File: src/hdl/ssmo_pkg.sv
`default_nettype none

package ssmo_pkg;

  localparam int unsigned SetSize = 32;
  localparam int unsigned AddrW   = $clog2(SetSize);
  localparam int unsigned CntW    = $clog2(SetSize + 1);

  typedef enum logic [2:0] {
    OpLoadA    = 3'd0,
    OpLoadB    = 3'd1,
    OpLoadU    = 3'd2,
    OpClear    = 3'd3,
    OpUnion    = 3'd4,
    OpInter    = 3'd5,
    OpDiff     = 3'd6,
    OpCompl    = 3'd7
  } opcode_e;

  typedef struct packed {
    opcode_e    opcode;
    logic [7:0] element;
  } in_req_t;

  typedef struct packed {
    logic [7:0] value;
    logic       empty_res;
    logic       last;
    logic       overflow;
  } out_req_t;

endpackage

`default_nettype wire

File: src/hdl/ssmo_ram.sv
`default_nettype none

module ssmo_ram #(
  parameter int unsigned Width = 8,
  parameter int unsigned Depth = 32
) (
  input  wire logic                     clk_i,
  input  wire logic                     we_i,
  input  wire logic [$clog2(Depth)-1:0] waddr_i,
  input  wire logic [Width-1:0]         wdata_i,
  input  wire logic [$clog2(Depth)-1:0] raddr_i,
  output logic      [Width-1:0]         rdata_o
);

  logic [Width-1:0] mem_q [Depth];

  always_ff @(posedge clk_i) begin
    if (we_i) begin
      mem_q[waddr_i] <= wdata_i;
    end
    rdata_o <= mem_q[raddr_i];
  end

endmodule

`default_nettype wire

File: src/hdl/sorted_set_merge_ops_top.sv
`default_nettype none

// Three ascending byte sets (A, B, universe) of up to 32 entries each, kept in
// single-port-read RAMs. A load or clear request is taken straight from idle. An
// operation request (union, intersect, A minus B, complement of A) runs a
// two-pointer merge: each merge step is a registered RAM read followed by a
// compare, and the number of steps is at most one more than the sum of the two
// set counts that the operation walks. An operation holds the input stalled
// until it finishes, and longer while the output is stalled. Results leave
// through an output register with one element held back so the final one can
// be marked last; an empty result gives one item with empty_res set.

module sorted_set_merge_ops_top (
  input  wire logic              clk_i,
  input  wire logic              rst_ni,
  input  wire logic              in_valid_i,
  output logic                   in_stall_o,
  input  wire ssmo_pkg::in_req_t in_req_i,
  output logic                   out_valid_o,
  input  wire logic              out_stall_i,
  output ssmo_pkg::out_req_t     out_req_o
);

  localparam logic [1:0] StIdle = 2'd0;
  localparam logic [1:0] StRead = 2'd1;
  localparam logic [1:0] StCmp  = 2'd2;

  logic [1:0]                    state_q, state_d;
  ssmo_pkg::opcode_e             op_q, op_d;
  logic [ssmo_pkg::CntW-1:0]     i_q, i_d, j_q, j_d;
  logic [ssmo_pkg::CntW-1:0]     cnt_a_q, cnt_a_d, cnt_b_q, cnt_b_d, cnt_u_q, cnt_u_d;
  logic                          ovf_q, ovf_d;
  logic                          pend_v_q, pend_v_d;
  logic [7:0]                    pend_val_q, pend_val_d;
  logic                          out_v_q, out_v_d;
  ssmo_pkg::out_req_t            out_q, out_d;

  logic                          we_a, we_b, we_u;
  logic [7:0]                    rd_a, rd_b, rd_u, rd_2;
  logic                          ia, jb, lt, eq;
  logic                          emit_v, step_done, adv_i, adv_j, out_free;
  logic [7:0]                    emit_val;

  ssmo_ram #(.Width(8), .Depth(ssmo_pkg::SetSize)) u_ram_a (
    .clk_i   (clk_i),
    .we_i    (we_a),
    .waddr_i (cnt_a_q[ssmo_pkg::AddrW-1:0]),
    .wdata_i (in_req_i.element),
    .raddr_i (i_q[ssmo_pkg::AddrW-1:0]),
    .rdata_o (rd_a)
  );

  ssmo_ram #(.Width(8), .Depth(ssmo_pkg::SetSize)) u_ram_b (
    .clk_i   (clk_i),
    .we_i    (we_b),
    .waddr_i (cnt_b_q[ssmo_pkg::AddrW-1:0]),
    .wdata_i (in_req_i.element),
    .raddr_i (j_q[ssmo_pkg::AddrW-1:0]),
    .rdata_o (rd_b)
  );

  ssmo_ram #(.Width(8), .Depth(ssmo_pkg::SetSize)) u_ram_u (
    .clk_i   (clk_i),
    .we_i    (we_u),
    .waddr_i (cnt_u_q[ssmo_pkg::AddrW-1:0]),
    .wdata_i (in_req_i.element),
    .raddr_i (j_q[ssmo_pkg::AddrW-1:0]),
    .rdata_o (rd_u)
  );

  always_comb begin
    rd_2      = (op_q == ssmo_pkg::OpCompl) ? rd_u : rd_b;
    ia        = i_q < cnt_a_q;
    jb        = j_q < ((op_q == ssmo_pkg::OpCompl) ? cnt_u_q : cnt_b_q);
    lt        = rd_a < rd_2;
    eq        = rd_a == rd_2;
    emit_v    = 1'b0;
    emit_val  = rd_a;
    adv_i     = 1'b0;
    adv_j     = 1'b0;
    step_done = 1'b0;
    case (op_q)
      ssmo_pkg::OpUnion: begin
        if (ia && jb) begin
          emit_v   = 1'b1;
          emit_val = lt ? rd_a : rd_2;
          adv_i    = lt || eq;
          adv_j    = !lt;
        end else if (ia) begin
          emit_v = 1'b1;
          adv_i  = 1'b1;
        end else if (jb) begin
          emit_v   = 1'b1;
          emit_val = rd_2;
          adv_j    = 1'b1;
        end else begin
          step_done = 1'b1;
        end
      end
      ssmo_pkg::OpInter: begin
        if (ia && jb) begin
          emit_v = eq;
          adv_i  = lt || eq;
          adv_j  = !lt;
        end else begin
          step_done = 1'b1;
        end
      end
      ssmo_pkg::OpDiff: begin
        if (ia && jb) begin
          emit_v = lt;
          adv_i  = lt || eq;
          adv_j  = !lt;
        end else if (ia) begin
          emit_v = 1'b1;
          adv_i  = 1'b1;
        end else begin
          step_done = 1'b1;
        end
      end
      ssmo_pkg::OpCompl: begin
        if (jb) begin
          if (ia && lt) begin
            adv_i = 1'b1;
          end else if (ia && eq) begin
            adv_i = 1'b1;
            adv_j = 1'b1;
          end else begin
            emit_v   = 1'b1;
            emit_val = rd_2;
            adv_j    = 1'b1;
          end
        end else begin
          step_done = 1'b1;
        end
      end
      default: begin
        step_done = 1'b1;
      end
    endcase
  end

  always_comb begin
    state_d    = state_q;
    op_d       = op_q;
    i_d        = i_q;
    j_d        = j_q;
    cnt_a_d    = cnt_a_q;
    cnt_b_d    = cnt_b_q;
    cnt_u_d    = cnt_u_q;
    ovf_d      = ovf_q;
    pend_v_d   = pend_v_q;
    pend_val_d = pend_val_q;
    out_d      = out_q;
    we_a       = 1'b0;
    we_b       = 1'b0;
    we_u       = 1'b0;
    out_free   = !out_v_q || !out_stall_i;
    out_v_d    = out_v_q && out_stall_i;

    case (state_q)
      StIdle: begin
        if (in_valid_i) begin
          case (in_req_i.opcode)
            ssmo_pkg::OpLoadA: begin
              if (cnt_a_q < ssmo_pkg::CntW'(ssmo_pkg::SetSize)) begin
                we_a    = 1'b1;
                cnt_a_d = cnt_a_q + ssmo_pkg::CntW'(1);
              end else begin
                ovf_d = 1'b1;
              end
            end
            ssmo_pkg::OpLoadB: begin
              if (cnt_b_q < ssmo_pkg::CntW'(ssmo_pkg::SetSize)) begin
                we_b    = 1'b1;
                cnt_b_d = cnt_b_q + ssmo_pkg::CntW'(1);
              end else begin
                ovf_d = 1'b1;
              end
            end
            ssmo_pkg::OpLoadU: begin
              if (cnt_u_q < ssmo_pkg::CntW'(ssmo_pkg::SetSize)) begin
                we_u    = 1'b1;
                cnt_u_d = cnt_u_q + ssmo_pkg::CntW'(1);
              end else begin
                ovf_d = 1'b1;
              end
            end
            ssmo_pkg::OpClear: begin
              cnt_a_d = '0;
              cnt_b_d = '0;
              cnt_u_d = '0;
              ovf_d   = 1'b0;
            end
            default: begin
              op_d     = in_req_i.opcode;
              i_d      = '0;
              j_d      = '0;
              pend_v_d = 1'b0;
              state_d  = StRead;
            end
          endcase
        end
      end
      StRead: begin
        state_d = StCmp;
      end
      StCmp: begin
        if (step_done) begin
          if (out_free) begin
            out_v_d         = 1'b1;
            out_d.value     = pend_v_q ? pend_val_q : 8'd0;
            out_d.empty_res = !pend_v_q;
            out_d.last      = 1'b1;
            out_d.overflow  = ovf_q;
            pend_v_d        = 1'b0;
            state_d         = StIdle;
          end
        end else if (!(emit_v && pend_v_q && !out_free)) begin
          // flush the held element before taking the new one
          if (emit_v) begin
            if (pend_v_q) begin
              out_v_d         = 1'b1;
              out_d.value     = pend_val_q;
              out_d.empty_res = 1'b0;
              out_d.last      = 1'b0;
              out_d.overflow  = ovf_q;
            end
            pend_v_d   = 1'b1;
            pend_val_d = emit_val;
          end
          i_d     = i_q + ssmo_pkg::CntW'(adv_i);
          j_d     = j_q + ssmo_pkg::CntW'(adv_j);
          state_d = StRead;
        end
      end
      default: begin
        state_d = StIdle;
      end
    endcase
  end

  always_ff @(posedge clk_i or negedge rst_ni) begin
    if (!rst_ni) begin
      state_q  <= StIdle;
      op_q     <= ssmo_pkg::OpUnion;
      i_q      <= '0;
      j_q      <= '0;
      cnt_a_q  <= '0;
      cnt_b_q  <= '0;
      cnt_u_q  <= '0;
      ovf_q    <= 1'b0;
      pend_v_q <= 1'b0;
      out_v_q  <= 1'b0;
    end else begin
      state_q  <= state_d;
      op_q     <= op_d;
      i_q      <= i_d;
      j_q      <= j_d;
      cnt_a_q  <= cnt_a_d;
      cnt_b_q  <= cnt_b_d;
      cnt_u_q  <= cnt_u_d;
      ovf_q    <= ovf_d;
      pend_v_q <= pend_v_d;
      out_v_q  <= out_v_d;
    end
  end

  always_ff @(posedge clk_i) begin
    pend_val_q <= pend_val_d;
    out_q      <= out_d;
  end

  assign in_stall_o  = state_q != StIdle;
  assign out_valid_o = out_v_q;
  assign out_req_o   = out_q;

  a_ptr_bound: assert property (@(posedge clk_i) disable iff (!rst_ni)
    state_q != StIdle |-> i_q <= cnt_a_q)
    else $error("A pointer ran past the A count");

  a_cnt_bound: assert property (@(posedge clk_i) disable iff (!rst_ni)
    cnt_a_q <= ssmo_pkg::CntW'(ssmo_pkg::SetSize) &&
    cnt_b_q <= ssmo_pkg::CntW'(ssmo_pkg::SetSize) &&
    cnt_u_q <= ssmo_pkg::CntW'(ssmo_pkg::SetSize))
    else $error("set count above capacity");

  a_empty_last: assert property (@(posedge clk_i) disable iff (!rst_ni)
    out_valid_o && out_req_o.empty_res |-> out_req_o.last && out_req_o.value == 8'd0)
    else $error("empty result not a single zero last item");

  a_pend_idle: assert property (@(posedge clk_i) disable iff (!rst_ni)
    state_q == StIdle |-> !pend_v_q)
    else $error("held result left behind after operation");

endmodule

`default_nettype wire

File: config.mk
export PLATFORM = sky130hd
export DESIGN_NAME = sorted_set_merge_ops_top
export DESIGN_NICKNAME = d
export VERILOG_FILES = /design/src/hdl/ssmo_pkg.sv /design/src/hdl/ssmo_ram.sv /design/src/hdl/sorted_set_merge_ops_top.sv
export SDC_FILE = /design/constraint.sdc
export NUM_CORES = 1
export LEC_CHECK = 0
export BUFFER_PORTS_ARGS = -buffer_cell sky130_fd_sc_hd__buf_4
export CAP_MARGIN = 20
export CORE_MARGIN = 2
export CORE_UTILIZATION = 35
export CTS_CLUSTER_SIZE = 25
export DETAILED_ROUTE_END_ITERATION = 10
export GPL_ROUTABILITY_DRIVEN = 0
export PLACE_DENSITY = 0.47
export SYNTH_ARGS = -nofsm -noshare
export SYNTH_HDL_FRONTEND = slang
export SYNTH_HIERARCHICAL = 1
export SYNTH_SLANG_ARGS = --single-unit
export TNS_END_PERCENT = 1
File: constraint.sdc
create_clock -name clk_i -period 5.22 [get_ports clk_i]
set_clock_uncertainty 0.15 [all_clocks]
set_input_delay 1.044 -clock clk_i [delete_from_list [all_inputs] [get_ports clk_i]]
set_output_delay 1.044 -clock clk_i [all_outputs]
set_load 0.1 [all_outputs]
Word level (Yosys, flattened, before mapping). Memory sizes are Yosys's and may differ from the RTL's. A register that Yosys moved wholly into a read port is not among the register bits. Index checks and enable logic that the tools add are counted.

Memories: 3. Logic and storage cells: 193. Bits of input ports: 15. Output and inout port bits: 13. RAM bits: 768. Flip-flop bits (word level): 57.

Magnitude comparators: 6. Muxes and demuxes: 100. Equal/unequal tests: 25. $add $sub $neg: 5. Reductions and logical operators: 36. Bitwise gates (word level): 3.

Memories: u_ram_a.mem_q (depth 32, bits a word 8, rd ports 1, clocked after memory_dff 1, wr ports 1, line ssmo_ram.sv:15) `logic [Width-1:0] mem_q [Depth];`; u_ram_b.mem_q (depth 32, bits a word 8, rd ports 1, clocked after memory_dff 1, wr ports 1, line ssmo_ram.sv:15); u_ram_u.mem_q (depth 32, bits a word 8, rd ports 1, clocked after memory_dff 1, wr ports 1, line ssmo_ram.sv:15).

Operators with widths (number): 8-bit two-way mux (9); 6-bit two-way mux (10); 6-bit one-hot mux with 2 select lines (5); 1-bit two-way mux (58); 11-bit two-way mux (5); 2-bit != test, second input constant (11); 4-bit AND reduction (5); 6-bit by 1-bit adder with 6-bit output, second input constant (3); 6-bit < comparator, second input constant (3); 8-bit one-hot mux with 2 select lines (1); 2-bit nonzero test (7); 6-bit by 1-bit adder with 6-bit output (2); 3-bit equality test, second input constant (4); 6-bit < comparator (2); 1-bit one-hot mux with 4 select lines (3); 6-bit AND reduction (2); 2-bit two-way mux (5); 5-bit AND reduction (2); 3-bit != test, second input constant (3); 8-bit equality test (1); 8-bit < comparator (1); 3-bit by 2-bit equality test with 1-bit output, second input constant (2); 1-bit logical AND (6); 1-bit one-hot mux with 3 select lines (2); other kinds (15) (23).

Logic depth before layout (Yosys ltp). Gate-level depths: netlist of the first run.

Depth after elaboration: 13. Mapped depth: 17. Gate-level depth less buffers: 15.

By module. Netlist of the first run, hierarchy kept.

Modules (own cells, without submodules): ssmo_ram (instances 3, area an instance 10053.4 um^2, sequential area each 7847.5 um^2, cells an instance 417); sorted_set_merge_ops_top (instances 1, area an instance 3354.5 um^2, sequential area each 1522.7 um^2, cells an instance 323).

Least setup slack after synthesis of the first run. Ideal clock, no wire load.

Path type: flip-flop to flip-flop. From: register op_q[0]. To: register out_q (netlist bit out_req_o[0]) (enable). Clock period less this slack: 4.260 ns. Path buffers: 2. Path slack: 0.960 ns. Arrival time: 3.714 ns. Cell stages (with the launch flop): 14. Data required time: 4.674 ns. Library setup time: 0.396 ns. Path through: dfrtp_1 -> buf_2 -> nand3_1 -> buf_1 -> mux2i_1 -> ha_1 -> and3_1 -> a221o_1 -> a21oi_1 -> a211o_1 -> a32oi_1 -> nand2_1 -> a21oi_1 -> nor3b_1.

Word-level cells in the longest chain between the ends: 12. Elaborated cells on any way between the ends: 34. Those cells by class: order compare: 2; eq/ne: 7; mux: 17; reduce/logical: 8.

RTL lines: from (decl) (line sorted_set_merge_ops_top.sv:29) `ssmo_pkg::opcode_e op_q, op_d;`; from (signal assigned) (line sorted_set_merge_ops_top.sv:246) `op_q <= ssmo_pkg::OpUnion;`; from (signal assigned) (line sorted_set_merge_ops_top.sv:257) `op_q <= op_d;`; parallel branches: the longest is 11 deep, another holds 8-bit < comparator; 5-bit AND reduction (no source line) *; to (signal assigned) (line sorted_set_merge_ops_top.sv:271) `out_q <= out_d;`; to (decl) (line sorted_set_merge_ops_top.sv:36) `ssmo_pkg::out_req_t out_q, out_d;`.

Every way passes the cells marked *. A chain may end at the register's enable or synchronous reset.

Final worst setup path of the first run.
From: register op_q[2]. To: register out_q (netlist bit out_req_o[6]) (enable).

Same word-level chain as after synthesis.

==> reports/summary.txt, run 1 <==
Share of post-route cells with drive strength above 1: 29.0%
Placed wire-length estimate: 47.9 mm
Post-synth EDFFs: 787
Synth top area share: 70.5%
Die area: 98,200 µm²
Fin util: 40.2%
Wire per inst: 26.2 µm
Vias in the first global route: 16,300
CP Launch Type: register
CTS Buf Count: 91
Post-synth net total: 1,614
Max incr delay on CP: 0.61 ns
Top cells by area, synth: edfxtp_1, mux4_2, dfrtp_1
Max_slew headroom: 28.3%
Max FO, Critical Path: 11
Critical path data required time: 5.46 ns
Crit path cell chain: nand3_1, buf_4, mux2i_1, ha_1, and3_1, a221o_1, a21oi_1, o21ai_0, a32oi_1, nand2_1, a21oi_1, nor3b_1, buf_4
H-tree levels: 3
Finish-stage setup viols: 0
Synth Register Bits: 849
DRT antenna net count: 0
Initial antenna violation count: 4
PwrDens: 471 nW/µm²
# clock sinks: 849
Post-synthesis cell area: 33,500 µm²
Most frequent cell after synthesis: edfxtp_1
Sequential share of the synthesized area: 74.8%
Gr usage total: 16.2%
DRC: 0
Critical Path AT: 4.63 ns
Period minus WS final: 4.39 ns
Clk Tree Root Cell: clkbuf_16
Fin nets: 1,709
Yosys warning count: 6
Hold Crit Class: primary input to asynchronous set/reset pin
Final Hold Fails: 0
Fmax: 228 MHz
Worst R2R Setup Slack: 0.83 ns
Post-CTS Setup Bufs: 0
Slew @ Worst Pin: 1.08 ns
Die width: 313 µm
Post-Route Setup TNS: 0 ns
Slew Viols, Final: 0
Post-CTS resize count: 0
Yosys cell types: 58
Synth Area per Inst: 21.3 µm²
Largest net degree at the start of global routing: 133
Global-route wire length before repair: 116 mm
Area after DPL: 35,300 µm²
Critical path class: register to register
Post-CTS Hold Fix Bufs: 0
Worst-Skew Late Latency: 0.65 ns
Max VDD drop: 0.423 mV
Max_cap viols: 0
Asr flop ratio synth: 4.48%
Rows: 113
Outcome: completed
Via count: 15,600
Final instance area: 38,200 µm²
DR vias/cell: 5.19
Synthesis-to-layout area growth: 14.0%
Port bufs: 27
Core area: 95,000 µm²
Commonest cells in the netlist: edfxtp_1, mux4_2, nor2_1
Mapped Cells: 1,574
Synth Flop Type: edfxtp_1
Total routed wirelength: 78.9 mm
Ports: 28
Initial Utilization: 35.3%
RSZ-0062 raised after global routing: no
Final period utilization: 84.1%
DR pass1 iterations: 4
Max clock buf depth: 3
CTS tree: done
Global route overflow: 0
Area leader, netlist: edfxtp_1
CP max stage cell: dfstp_2
Clock slew at reported path FFs: 0.06 ns
Leak: 11.8 nW
Die Y-Extent: 313 µm
Starting DRT DRC Count: 1,362
CP Capture Type: register
sequential cells by signal, summed over array words and instances, names as in the netlist, 2 cells and up:
signal,cells
i_q,6
u_ram_b/rdata_o,8
u_ram_u/rdata_o,8
u_ram_a/mem_q,256
u_ram_a/rdata_o,8
cnt_b_q,6
op_q,3
state_q,2
cnt_a_q,6
j_q,6
out_req_o,11
u_ram_u/mem_q,256
cnt_u_q,6
u_ram_b/mem_q,256
pend_val_q,8
critical path: cells and delay by family (launching register included):
kind                     cells  cell delay (ns)
AO/OA/AOI/OAI                5             1.54
buffers and inverters        2             0.52
AND/OR/NAND/NOR              4             0.79
flip-flops                   1             0.61
adder cells (fa/ha/maj)      1             0.29
multiplexers                 1             0.23
through the flow:
stage / worst slack, ns / std cells / hold slack, ns / power, mW
floorplan: 0.960 / 1574 / 0.276 / 10.9
global placement: 1.00 / 2840 / 0.374 / 12.0
detailed placement: 0.871 / 2840 / 0.382 / 12.0
CTS: 0.844 / 3007 / 0.210 / 18.3
global route: 0.547 / 3008 / 0.243 / 18.8
finish: 0.829 / 3009 / 0.228 / 18.0
power by group:
group	switching [mW]	total (mW)	internal (mW)
clock network	2.64	6.18	3.54
registers	0.319	8.07	7.75
logic	2.12	3.74	1.62
total	5.08	18.0	12.9
layout make-up:
class / count / area, µm²
well taps: 1265 / 1580
diodes: 1 / 2.50
inverters: 14 / 52.6
fillers: 8396 / 56800
repair buffers: 73 / 577
clock inverters: 53 / 470
flip-flops and latches: 849 / 25100
clock buffers: 114 / 2410
multi-input cells: 640 / 8020
logic make-up after synthesis:
group	synth area share, %
flip-flops	74.8
multiplexers	17.6
AND/OR/NAND/NOR	3.73
buffers and inverters	1.29
AO/OA/AOI/OAI	1.43
adder cells (fa/ha/maj)	0.933
XOR/XNOR	0.261
path summary, 6_finish.rpt:
check / from / cells after the start / end
max: op_q[2] / 13 / out_req_o[6]
min: rst_ni / 1 / cnt_b_q[0]
max reg2reg: op_q[2] / 13 / out_req_o[6]
min reg2reg: state_q[0] / 2 / state_q[1]
max in group asynchronous: rst_ni / 1 / j_q[2]
min in group clk_i: state_q[0] / 2 / state_q[1]
metal layers:
layer	routed length, µm	track usage, %	vias up
met5	46	0	-
met3	3040	2.63	100
met1	37300	24.0	8515
met2	37000	25.1	292
met4	1400	4.34	8
li1	-	-	6713
layout by cell type (no fill, tap or decap), drive strengths merged, types with 20 or more instances in the layout:
cell    Yosys  final
edfxtp    787    787
mux2       27     27
mux4      240    240
ha         25     25
buf        44     73
nand3      20     20
clkbuf     27    114
nand2      33     33
clkinv      0     41
dfxtp      24     24
nor2      129    129
dfrtp      37     37
Power figures use the tool's default switching activity.
==> run 2: changes to the inputs <==
- ABC_AREA: default -> 1
- PLACE_DENSITY: 0.47 -> 0.49
- clock period: 5.22 -> 3.5 ns (I/O delays scaled with it)
==> reports/summary.txt, run 2 <==
Synth Register Bits: 849
Final std cells w/o fill: 4,772
Largest regs: u_ram_a/mem_q x256, u_ram_b/mem_q x256, u_ram_u/mem_q x256
Commonest non-fill, non-tap cell in the layout: nand2_1
Worst hold slack: 0.175 ns
Commonest non-fill, non-tap cells in the layout: nand2_1, edfxtp_1, nand3_1
Share of post-route cells with drive strength above 1: 11.3%
Via count: 23,300
CP Capture Type: register
Most frequent cell after synthesis: nand2_1
Wire per inst: 19.9 µm
Global route overflow: 0
Worst Slack Setup Final: 0.123 ns
Mapped Cells: 3,193
Synthesis-to-layout area growth: 14.4%
Fillers: 9,713
Die area: 105,000 µm²
Top cells by area, synth: edfxtp_1, nand2_1, nand3_1
Max_slew headroom: 40.0%
Number of diodes: 0
Clock slew at reported path FFs: 0.06 ns
Critical Path AT: 3.76 ns
CTS Buf Count: 91
Post-synth EDFFs: 787
Max VDD drop: 0.469 mV
Slew Viols, Final: 0
Clk Tree Root Cell: clkbuf_16
Placed wire-length estimate: 56.1 mm
Multi-input gate area: 9140 µm²
Yosys warning count: 6
Die width: 324 µm
Area leader, netlist: edfxtp_1
DRC: 0
Max clock buf depth: 3
Synth Area per Inst: 11.2 µm²
Critical path data required time: 3.89 ns
Period minus WS final: 3.38 ns
FF+latch area: 25,100 µm²
DR vias/cell: 4.87
Fin nets: 3,368
Gr usage total: 18.1%
Slew @ Worst Pin: 0.901 ns
Commonest cells in the netlist: nand2_1, edfxtp_1, nand3_1
DRT antenna net count: 0
Port bufs: 27
Max_cap viols: 0
Die Y-Extent: 324 µm
Finish-stage setup viols: 0
CTS tree: done
Pre-CTS worst setup slack: 0.0817 ns
Area after DPL: 38,000 µm²
Leak: 15.4 nW
Starting DRT DRC Count: 1,738
Fmax: 296 MHz
Synth top area share: 65.9%
Global-route wire length before repair: 143 mm
Post-synth net total: 3,233
Post-Route Setup TNS: 0 ns
Sequential share of the synthesized area: 69.9%
Final instance area: 41,000 µm²
Yosys cell types: 40
# clock sinks: 849
Post-synthesis cell area: 35,900 µm²
Largest net degree at the start of global routing: 142
Dpl cells: 4,597
H-tree levels: 3
Max FO, Critical Path: 12
PwrDens: 663 nW/µm²
Rows: 117
Vias in the first global route: 22,500
Final Hold Fails: 0
Outcome: completed
Asr flop ratio synth: 4.48%
Synth Flop Type: edfxtp_1
Critical path class: register to register
Hold Crit Class: primary input to register
Final period utilization: 96.5%
Initial antenna violation count: 3
Total routed wirelength: 94.9 mm
Ports: 28
Worst-Skew Late Latency: 0.66 ns
Core area: 102,000 µm²
CP Launch Type: register
DR pass1 iterations: 5
Initial Utilization: 35.2%
[run 2: cell types whose count changed after synthesis, sizes merged, moves of 8 or more]
cell	before	now
mux2	27	6
a2bb2oi	8	0
or3b	9	0
buf	44	138
mux2i	18	2
mux4	240	0
nor2b	9	0
nand3b	16	0
nand3	20	648
o21ai	10	30
inv	14	111
nand2	33	1169
[run 2: cell families (layout without fill, tap and decap cells)]
group / after synthesis / count (layout) / synth area share [%]
xor gates and xnor gates: 6 / 6 / 0.147
adders and majority gates: 25 / 25 / 0.872
buffers and inverters: 274 / 485 / 4.70
DFF: 849 / 849 / 69.9
and+or+nand+nor: 1974 / 1974 / 23.2
AOI/OAI and AO/OA: 57 / 57 / 0.911
muxes: 8 / 8 / 0.244
[run 2: repair_timing]
item	in CTS	in global routing
resized for setup	0	20
setup endpoints to repair	0	30
setup buffers	0	5
hold endpoints to repair	37	0
hold buffers	1	0
[run 2: metrics by stage]
stage,util [%],power (mW)
after global routing,40.3,28.6
after CTS,40.2,27.3
after floorplan,-,16.4
after detailed placement,37.4,17.9
after global placement,37.4,17.9
final,40.3,27.2
[run 2: power by group]
group	leakage [nW]	total [mW]	internal (mW)	switching, mW
sequential	7.77	11.8	11.5	0.328
combinational	6.20	6.01	1.79	4.23
clock	1.42	9.36	5.37	3.99
total	15.4	27.2	18.6	8.54
[run 2: area by class of cell]
class                           count  area share (%)
Tap cell                         1368            4.17
Timing Repair Buffer              205            4.31
Clock buffer                      121            6.16
Inverter                          111            1.03
Multi-Input combinational cell   2070            22.3
Clock inverter                     48           0.882
Sequential cell                   849            61.2
[run 2: path summary, 6_finish.rpt]
path / from / to / slack, ns / depth (start not counted)
hold / removal: out_stall_i / out_valid_o / 0.17 / 3
min in group asynchronous: rst_ni / out_valid_o / 0.42 / 2
setup reg to reg: op_q[2] / i_q[4] / 0.12 / 18
hold reg to reg: state_q[1] / state_q[1] / 0.36 / 1
setup / recovery: op_q[2] / i_q[4] / 0.12 / 18
max in group asynchronous: rst_ni / i_q[0] / 2.31 / 2
[run 2: routing by layer]
metal	global-route usage, %	share of wire [%]	wire (µm)
met1	25.7	47	44700
met2	28.6	46	43800
met3	2.77	4.5	4250
met4	5.11	2.2	2060
met5	0	0.0084	8
[run 2: critical path, stage by stage, from the launching register on]
cell	delay, ns
dfstp_2	0.55
nand3_4	0.12
buf_12	0.16
buf_4	0.14
mux2i_2	0.15
ha_1	0.31
nand2_1	0.08
nor2_2	0.14
nand4_1	0.13
nand2_1	0.13
o21ai_2	0.09
a211oi_4	0.24
ha_2	0.24
ha_2	0.18
nand3_1	0.09
xor2_1	0.19
nor2_1	0.05
nand2_1	0.07
nand2_1	0.05
==> run 3: changes to the inputs <==
- CELL_PAD_IN_SITES_DETAIL_PLACEMENT: default -> 1
- CELL_PAD_IN_SITES_GLOBAL_PLACEMENT: default -> 1
- CORE_MARGIN: 2 -> default
- PLACE_DENSITY: 0.49 -> 0.58
==> reports/summary.txt, run 3 (synthesis results as in run 2) <==
Worst hold slack: 0.145 ns
Period minus WS final: 3.37 ns
Worst-Skew Late Latency: 0.67 ns
Critical Path AT: 3.77 ns
Clock slew at reported path FFs: 0.06 ns
Fmax: 297 MHz
Fin nets: 3,376
Via count: 24,000
RSZ-0062 raised after global routing: yes
Slew Viols, Final: 0
Final period utilization: 96.3%
Die Y-Extent: 322 µm
Largest regs: u_ram_a/mem_q x256, u_ram_b/mem_q x256, u_ram_u/mem_q x256
Leak: 15.4 nW
Wire per inst: 21.3 µm
Initial Utilization: 35.3%
# clock sinks: 849
Initial antenna violation count: 2
Critical path data required time: 3.90 ns
Number of diodes: 0
Max VDD drop: 0.424 mV
DRC: 0
Ports: 28
Starting DRT DRC Count: 1,535
PwrDens: 669 nW/µm²
Finish-stage setup viols: 0
Synthesis-to-layout area growth: 15.0%
Port bufs: 27
Vias in the first global route: 25,100
Rows: 117
Final Hold Fails: 0
Global route overflow: 0
Fin util: 40.6%
Max FO, Critical Path: 8
Commonest non-fill, non-tap cells in the layout: nand2_1, edfxtp_1, nand3_1
Core area: 102,000 µm²
Die width: 322 µm
Outcome: completed
Global-route wire length before repair: 155 mm
Critical path class: register to register
CTS tree: done
CTS Buf Count: 94
Max_slew headroom: 40.3%
CP Capture Type: register
Clk Tree Root Cell: clkbuf_16
Die area: 104,000 µm²
DR vias/cell: 5.02
Share of post-route cells with drive strength above 1: 11.9%
Gr usage total: 19.7%
Total routed wirelength: 102 mm
DR pass1 iterations: 7
Commonest non-fill, non-tap cell in the layout: nand2_1
Placed wire-length estimate: 62.8 mm
Largest net degree at the start of global routing: 113
CP Launch Type: register
Slew @ Worst Pin: 0.895 ns
Hold Crit Class: primary input to register
Max_cap viols: 0
Max clock buf depth: 3
DRT antenna net count: 0
H-tree levels: 3
-- run 3: cell types whose count changed in the layout (fill, tap and decap cells not counted), sizes merged --
cell    delta
buf        +4
bufinv     +3
clkbuf     -3
inv        -1
nand3      +1
-- run 3: power by group --
part	total [mW]	switching, mW	internal (mW)
sequential	11.8	0.363	11.5
clock	9.56	4.02	5.53
combinational	6.18	4.39	1.79
total	27.6	8.77	18.8
-- run 3: worst paths after layout --
| path | from | end | slack [ns] | depth (start not counted) |
|---|---|---|---|---|
| min in group asynchronous | rst_ni | cnt_u_q[4] | 0.56 | 2 |
| min | out_stall_i | out_valid_o | 0.14 | 3 |
| min reg2reg | pend_v_q | pend_v_q | 0.38 | 2 |
| max | op_q[2] | i_q[4] | 0.13 | 19 |
| max reg2reg | op_q[2] | i_q[4] | 0.13 | 19 |
| max in group asynchronous | rst_ni | i_q[0] | 2.20 | 2 |
-- run 3: repair_timing --
action	CTS	global route
hold endpoints to repair	37	0
setup endpoints to repair	0	29
setup buffers	0	6
resized for setup	0	52
hold buffers	1	0
-- run 3: per-layer routing --
metal / track usage (%) / vias to the layer above / wire, µm / part of all wire [%]
li1: - / 11300 / - / -
met1: 27.8 / 12100 / 47900 / 47
met2: 31.8 / 416 / 47900 / 47
met3: 2.54 / 128 / 3860 / 3.8
met4: 5.22 / 0 / 2010 / 2.0
met5: 0 / - / 0 / 0
-- run 3: critical path, stage by stage, from the launching register on --
cell      delay (ns)
dfstp_2         0.60
nand3_4         0.14
buf_8           0.18
buf_6           0.13
buf_4           0.13
nand2_2         0.05
o21ai_2         0.06
ha_1            0.31
nand2_1         0.08
nand2_2         0.10
nand2_4         0.11
nand2_2         0.10
a211oi_2        0.25
ha_2            0.26
ha_4            0.15
nand3_2         0.07
xor2_1          0.19
nor2_1          0.05
nand2_1         0.07
nand2_1         0.06
-- run 3: through the flow --
stage	TNS [ns]	worst slack, ns	instance area [µm²]	total power [mW]	std cells
2_1_floorplan	0	0.0500	35900	16.4	3193
3_3_place_gp	0	0.0927	38000	17.8	4599
3_5_place_dp	0	0.0356	38100	18.0	4600
4_1_cts	0	0.0192	41000	27.7	4769
5_1_grt	-0.543	-0.0721	41200	28.9	4776
6_report	0	0.130	41200	27.6	4776
-- run 3: area by class of cell --
cell class	instances	area [µm²]
fillers	11100	60400
flip-flops and latches	849	25100
multi-input cells	2071	9260
clock buffers	118	2480
repair buffers	209	1810
well taps	1368	1710
clock inverters	50	474
inverters	111	420
